==> src/rtl/ssbd_pkg.sv <==
// shared constants, types and twiddle table of the swipe button detector
package ssbd_pkg;

  localparam int CHANNELS = 4;
  localparam int MAX_CH   = 4;
  localparam int CH_W     = 2;
  localparam int WIN_LEN  = 32;
  localparam int SMP_W    = 32;
  localparam int ACT_W    = 32;
  localparam int ACC_W    = 55;
  localparam int MAG_W    = 54;
  localparam int HALF_W   = 27;
  localparam int SUM_W    = 108;
  localparam int REM_W    = 56;
  localparam int MULA_W   = 33;
  localparam int MULB_W   = 28;
  localparam int PROD_W   = 61;
  localparam int CNT_W    = 7;
  localparam int IN_W     = 128;
  localparam int OUT_W    = 144;
  localparam int PADDR_W  = 3;

  localparam logic [CNT_W-1:0] DFT_STEPS  = 7'd64;
  localparam logic [CNT_W-1:0] SQR_STEPS  = 7'd6;
  localparam logic [CNT_W-1:0] ROOT_LAST  = 7'd53;
  localparam logic [31:0]      THRESH_RESET = 32'd8000;

  localparam logic [5:0] FILL_FULL = 6'd32;
  localparam logic [5:0] FILL_LAST = 6'd31;

  // register indexes of the configuration port
  localparam logic [0:0] REG_THRESH = 1'b0;

  // quarter wave of cos in Q16
  localparam logic signed [17:0] QCOS [5] = '{18'sd65536, 18'sd60547, 18'sd46341,
                                              18'sd25080, 18'sd0};

  typedef enum logic [2:0] {
    LN_IDLE,
    LN_DFT,
    LN_SQR,
    LN_ROOT,
    LN_DONE
  } lane_state_e;

  typedef enum logic [1:0] {
    ST_IDLE,
    ST_BUSY,
    ST_MERGE
  } top_state_e;

  typedef struct packed {
    logic [MAX_CH-1:0] buttons;
    logic [MAX_CH-1:0] toggled;
    logic              lamp;
  } merge_res_t;

  function automatic logic signed [17:0] q16_cos(input logic [3:0] n);
    logic [3:0] m;
    logic       neg;
    if (n <= 4'd4) begin
      m = n;
      neg = 1'b0;
    end else if (n <= 4'd8) begin
      m = 4'd8 - n;
      neg = 1'b1;
    end else if (n <= 4'd12) begin
      m = n - 4'd8;
      neg = 1'b1;
    end else begin
      m = 4'd0 - n;
      neg = 1'b0;
    end
    return neg ? -QCOS[m[2:0]] : QCOS[m[2:0]];
  endfunction

endpackage

==> src/rtl/ssbd_merge.sv <==
// strongest channel pick, one-shot flags and button toggles
module ssbd_merge import ssbd_pkg::*; (
  input  logic             clk_i,
  input  logic             rst_ni,
  input  logic             commit_i,
  input  logic [ACT_W-1:0] act_i [MAX_CH],
  input  logic [31:0]      thr_i,
  output merge_res_t       res_o
);

  logic [ACT_W-1:0] prev_q [MAX_CH];
  logic [ACT_W-1:0] prev_d [MAX_CH];
  logic [MAX_CH-1:0] armed_q, armed_d, tog_q, tog_d, toggled;
  logic lamp_q, lamp_d;
  logic [ACT_W-1:0] maxr;
  logic [CH_W-1:0] maxidx;

  always_comb begin
    maxr = '0;
    maxidx = '0;
    for (int c = 0; c < CHANNELS; c++) begin
      if (act_i[c] > thr_i && act_i[c] > maxr) begin
        maxr = act_i[c];
        maxidx = CH_W'(c);
      end
    end
    armed_d = armed_q;
    tog_d = tog_q;
    lamp_d = lamp_q;
    toggled = '0;
    prev_d = prev_q;
    for (int c = 0; c < CHANNELS; c++) begin
      if (act_i[c] > thr_i && prev_q[c] > thr_i) begin
        // qualifying but not strongest keeps its history
        if (maxidx == CH_W'(c)) begin
          if (!armed_d[c]) begin
            armed_d[c] = 1'b1;
            tog_d[c] = ~tog_d[c];
            lamp_d = tog_d[c];
            toggled = '0;
            toggled[c] = 1'b1;
          end
          prev_d[c] = act_i[c];
        end
      end else begin
        if (act_i[c] <= thr_i && prev_q[c] <= thr_i) armed_d[c] = 1'b0;
        prev_d[c] = act_i[c];
      end
    end
    res_o.buttons = tog_d;
    res_o.toggled = toggled;
    res_o.lamp = lamp_d;
  end

  always_ff @(posedge clk_i or negedge rst_ni) begin
    if (!rst_ni) begin
      for (int c = 0; c < MAX_CH; c++) prev_q[c] <= '0;
      armed_q <= '0;
      tog_q <= '0;
      lamp_q <= 1'b0;
    end else if (commit_i) begin
      prev_q <= prev_d;
      armed_q <= armed_d;
      tog_q <= tog_d;
      lamp_q <= lamp_d;
    end
  end

endmodule

==> config.mk <==
export PLATFORM = sky130hd
export DESIGN_NAME = ssbd_merge
export DESIGN_NICKNAME = d
export VERILOG_FILES = /design/src/rtl/ssbd_pkg.sv /design/src/rtl/ssbd_merge.sv
export SDC_FILE = /design/constraint.sdc
export NUM_CORES = 1
export LEC_CHECK = 0
export BUFFER_PORTS_ARGS = -buffer_cell sky130_fd_sc_hd__buf_4
export CAP_MARGIN = 20
export CORE_MARGIN = 4
export CORE_UTILIZATION = 65
export DETAILED_ROUTE_END_ITERATION = 8
export GPL_TIMING_DRIVEN = 0
export HOLD_SLACK_MARGIN = 0.02
export PLACE_DENSITY = 0.88
export SLEW_MARGIN = 20
export SYNTH_ARGS = -nofsm -noshare
export SYNTH_HDL_FRONTEND = slang
export SYNTH_SLANG_ARGS = --single-unit
==> constraint.sdc <==
create_clock -name clk_i -period 13.05 [get_ports clk_i]
set_input_delay 0.6525 -clock clk_i [delete_from_list [all_inputs] [get_ports clk_i]]
set_output_delay 0.6525 -clock clk_i [all_outputs]
set_load 0.03 [all_outputs]
# Word-level counts from Yosys, hierarchy flattened

Cells that the tools add are included.

Bits in writable memories: 0
Latch bits: 0
Memories kept: 0
Output and inout bits: 9
Bits in read-only memories: 0
Register bits: 137
Input port bits: 163
Logic and storage cells: 128

Equal/unequal tests: 7
Multipliers: 0
Mux-type cells: 62
Divide/modulo/power cells: 0
Shift operators: 0
Order comparisons: 20
Bitwise logic cells: 4
Reduce and logical (&&, ||, !) cells: 25
Add/sub/neg operators: 0

Operator list:

| kind                | count |
|---|---|
| $gt 32x32->1        | 11 |
| $mux 32             | 11 |
| $le 32x32->1        | 8 |
| $mux 1              | 40 |
| $mux 4              | 9 |
| $gt 32x1->1 const B | 1 |
| $logic_and 1x1->1   | 12 |
| $reduce_and 3->1    | 4 |
| $ne 2x1->1 const B  | 4 |
| $reduce_and 2->1    | 4 |
| $reduce_bool 2->1   | 4 |
| $eq 2x2->1 const B  | 2 |
| $mux 2              | 2 |
| $not 1->1           | 4 |
| $eq 2x1->1 const B  | 1 |
| $logic_not 2->1     | 1 |

# Logic depth before layout (Yosys ltp)

Depth in word-level cells: 24
Depth in mapped cells: 42

# Worst setup path after synthesis

No wires, ideal clock.

Kind: input-to-output
Start point: input port thr_i[1]
End point: output port res_o[5] (netlist name)
Arrival: 9.219 ns
Cell stages on the path: 38
Setup slack: 3.178 ns
Data required time: 12.397 ns
Cells stage by stage: inv_1 -> ha_1 -> nor2b_1 -> o211ai_1 -> a2111o_1 -> o211a_1 -> o21a_1 -> nor2_1 -> clkbuf_1 -> nand2_1 -> ha_1 -> nand4_1 -> nor4_1 -> nand4_1 -> and2_0 -> a22oi_1 -> nor2_2 -> clkbuf_1 -> (+2 left out) -> ha_1 -> nand4_1 -> or3_1 -> a21oi_1 -> a211oi_1 -> a2bb2oi_2 -> nor2_1 -> buf_2 -> mux2i_1 -> ha_1 -> a41oi_1 -> o21ai_0 -> a221oi_1 -> nor4b_1 -> a211oi_2 -> o22ai_4 -> nor3_1 -> xor2_1

RTL lines:

| what        | line            | source |
|---|---|---|
| from (decl) | ssbd_merge.sv:7 | `input logic [31:0] thr_i,` |
| to (decl)   | ssbd_merge.sv:8 | `output merge_res_t res_o` |

# Worst setup path after layout

Start point: input port thr_i[30]
End point: output port res_o[0] (netlist name)

Word-level cells in the longest chain between the ends: 24
Elaborated cells between the ends (all ways): 40
Classes of those cells: order compare: 11; eq/ne: 3; mux: 17; reduce/logical: 9

Ends and longest elaborated chain:

| what              | line                               | source |
|---|---|---|
| $gt 32x32->1      | ssbd_merge.sv:22, ssbd_merge.sv:33 |  |
| $logic_and 1x1->1 | ssbd_merge.sv:22                   | `if (act_i[c] > thr_i && act_i[c] > maxr) begin` |
| $mux 32           | ssbd_merge.sv:22                   |  |
| $gt 32x32->1      | ssbd_merge.sv:22                   |  |
| $logic_and 1x1->1 | ssbd_merge.sv:22                   |  |
| $mux 32           | ssbd_merge.sv:22                   |  |
| $gt 32x32->1      | ssbd_merge.sv:22                   |  |
| $logic_and 1x1->1 | ssbd_merge.sv:22                   |  |
| (+8 left out)     | --                                 |  |
| $mux 1            | ssbd_merge.sv:35                   | `if (maxidx == CH_W'(c)) begin` |
| $mux 1            | ssbd_merge.sv:33                   | `if (act_i[c] > thr_i && prev_q[c] > thr_i) begin` |
| $mux 1            | ssbd_merge.sv:36                   | `if (!armed_d[c]) begin` |
| $mux 1            | ssbd_merge.sv:35                   |  |
| $mux 1            | ssbd_merge.sv:33                   |  |
| $mux 1            | ssbd_merge.sv:36                   |  |
| $mux 1            | ssbd_merge.sv:35                   |  |
| $mux 1 *          | ssbd_merge.sv:33                   |  |

Every way passes the cells marked *; elsewhere a longest branch is shown, timed or not.

==> run metrics <==
RR Endpoint lamp_q; failing checks DRC; layout cells sized above 1 21.21%; initial antenna violation count 0; cts hold-fix bufs 0; most common flop cell mapped by yosys dfrtp_1; Worst Path Required 12,400 ps; crit path DAT 11,930 ps; number of global-route vias before repair around 14,000; largest net degree at the start of global routing 101; die area 24,490 µm²; top post-synthesis cells by area ha_1 (31%), dfrtp_1 (24%), mux2_2 (7.5%); final wirelength 44,940 µm; number of diodes 0; CTS tree yes; global route hottest layer met2; crit-path max cell delay 550 ps; worst reg2reg path depth 10; initial drt markers 1,611; asr flop ratio synth 100.0%; max-capacitance violation count 0; Min Clock Period, post-route 12,580 ps; WS Path Type primary input to primary output; starting density of the core between 60% and 70%; Clock Path Buffers 2; IO Port Bufs 171; Gate Count Post-Synth 1,481; Cell variety after synth about 80; via count 13,620; synthesized flop and latch total 137; area of the multi-input gates 10,440 µm²; Die X ~160 µm; Via density 6.937; Relative slew margins 49.14%; drt first pass iters 9; Critical Path End Type primary output; clock slew at reported path FFs 60 ps; Antenna Violating Nets Remaining 0; sequential share of the synthesized area 23.92%; # clock sinks between 100 and 150; Reg area 3428 µm²; status finished, violations left; worst-path fanout max 10; Filler cells 1,441; Post-Syn Area 14,330 µm²; die height 156.5 µm; gr usage total 36.15%; Hold Fails Final Rpt 0; root buf cell clkbuf_16; Worst Clk Skew 9.648 ps; slowest library cell on the worst path or4_1; layout net count 2,187; core box area 21,760 µm²; final setup TNS 0 ps; Post-synth EDFFs 0; Final Max Tran Viols 0; worst vdd ir 103.6 µV; first-pass GRT wire length 69,870 µm; H-tree levels 4; measured slew at the worst slew-check pin 755.9 ps; P_leak 7.952 nW; GR met2 Demand/Resource 60.40%; setup violators final 0; Final period util between 90% and 100%; Mean Syn Cell Area 9.677 µm²; r2r setup slk 9050 ps; Syn. warnings 0; syn nets 1,996; leading area contributor after synthesis ha_1; gr ovfl total 0; met1 Usage GRT 44.34%; dpl hpwl 35,620 µm; r2r startpoint prev_q[59]; final design utilization between 70 and 80%; io pins 172; PnR Total Power approximately 1.8 mW; routed wire length per instance 22.89 µm; number of remaining DRC errors 1; most used cell, CP nand4_1; RSZ-0062 raised after global routing false; Hold Path Class primary input to asynchronous set/reset pin; worst-skew pair later-pin latency 430 ps; CTS Buf Count 17; critical path startpoint category primary input; GPL Wtd Cong 0.9855; # rows 54; top-area cell type share of the netlist area 30.73%; Global Route met3 Usage 6.222%; synthesis-to-finish area growth 15.54%; fmax 0.07949 GHz; Power Density 111.7 nW/µm²
[flip-flops by register name (all words and copies together) (netlist names)]
name     flops
armed_q      4
lamp_q       1
prev_q     128
tog_q        4
[Yosys cell counts, types with 5 or more instances]
| library cell | instances |
|---|---|
| nand2b_1 | 5 |
| nor3_1 | 18 |
| and4_1 | 7 |
| buf_2 | 9 |
| inv_1 | 82 |
| buf_6 | 6 |
| a21oi_1 | 135 |
| nand2_1 | 145 |
| nand4_1 | 73 |
| dfrtp_1 | 137 |
| ha_1 | 352 |
| o21a_1 | 8 |
| nand3_1 | 33 |
| mux2i_1 | 35 |
| mux2_4 | 29 |
| nor2b_1 | 12 |
| o211ai_1 | 15 |
| o31a_1 | 5 |
| nor4_1 | 20 |
| nor2_1 | 39 |
| clkbuf_1 | 10 |
| a2111oi_0 | 5 |
| xnor2_1 | 5 |
| mux2_2 | 95 |
| o21ai_0 | 71 |
| a221oi_1 | 7 |
| a211oi_1 | 10 |
| a221o_1 | 6 |
| a21o_1 | 25 |
[report_power, final]
part | switching [mW] | leakage [nW] | total [mW] | internal (mW)
clock network | 0.180 | 0.271 | 0.465 | 0.285
registers | 0.0571 | 1.61 | 0.561 | 0.504
logic | 0.465 | 6.07 | 0.823 | 0.358
total | 0.702 | 7.95 | 1.85 | 1.15
[routing by layer]
metal  part of all wire [%]  vias to the layer above  wire (µm)
met5                      0                        -          0
li1                       -                     6044          -
met2                     47                      862      21010
met4                    6.3                        0       2833
met3                    8.2                      246       3703
met1                     39                     6466      17390
[placed cells by master (no fill, tap or decap), drive strengths merged, types with 6 or more instances in the layout]
master    n
ha      352
buf     188
nand2   145
dfrtp   137
a21oi   135
mux2    125
inv      82
o21ai    75
nand4    74
nor2     42
clkbuf   38
mux2i    35
nand3    33
a21o     25
nor4     23
nor3     18
o211ai   15
nor2b    12
a211oi   12
o21a      8
a221oi    7
and4      7
a221o     6
o31ai     6
[cell families (layout without fill, tap and decap cells)]
group	after synthesis	in the layout	share of synthesized area, %
AOI/OAI and AO/OA	334	334	14.94
xor gates and xnor gates	8	8	0.4889
adders and majority gates	352	352	30.73
buffers and inverters	108	310	3.248
DFF	137	137	23.92
muxes	160	160	13.03
and+or+nand+nor	382	382	13.65
[worst max-delay path: cells and delay by family]
kind            cells  cell delay [ps]
buf+inv             8             2000
mux                 1              350
compound gates      9             2580
fa+ha+maj           4             1100
simple gates       19             5210
[what timing repair did]
action	4_1_cts	5_1_grt
hold endpoints to repair	0	0
resized for setup	0	1
setup endpoints to repair	0	1
setup buffers	0	0
[layout make-up]
class	instances	share of cell area, %
timing repair buffer	172	7.964
sequential	137	20.70
inverter	82	1.859
clock buffer	28	3.121
buffer	26	0.9521
clock inverter	2	0.2116
multi-input combinational	1236	63.07
tap	280	2.116
[metrics by stage]
stage / std cells / cell area [µm²] / setup WS, ps / hold slack (ps)
floorplan: 1481 / 14330 / 3178 / 356.9
global placement: 1932 / 15970 / 1330 / 459.2
detailed placement: 1933 / 16000 / 987.1 / 477.2
CTS: 1963 / 16550 / 678.7 / 95.21
global route: 1963 / 16560 / 56.36 / 101.8
finish: 1963 / 16560 / 470.0 / 81.15
[worst max path at each step]
stage	startpoint	to	slack [ps]	cells past startpoint
3_3_place_gp	thr_i[29]	res_o[0]	1330	41
5_1_grt	thr_i[27]	res_o[0]	60	41
3_5_place_dp	thr_i[30]	res_o[0]	990	41
6_report	thr_i[30]	res_o[0]	470	41
4_1_cts	thr_i[27]	res_o[0]	680	41
2_1_floorplan	thr_i[1]	res_o[5]	3180	38
(Power assumes the default switching activity.)
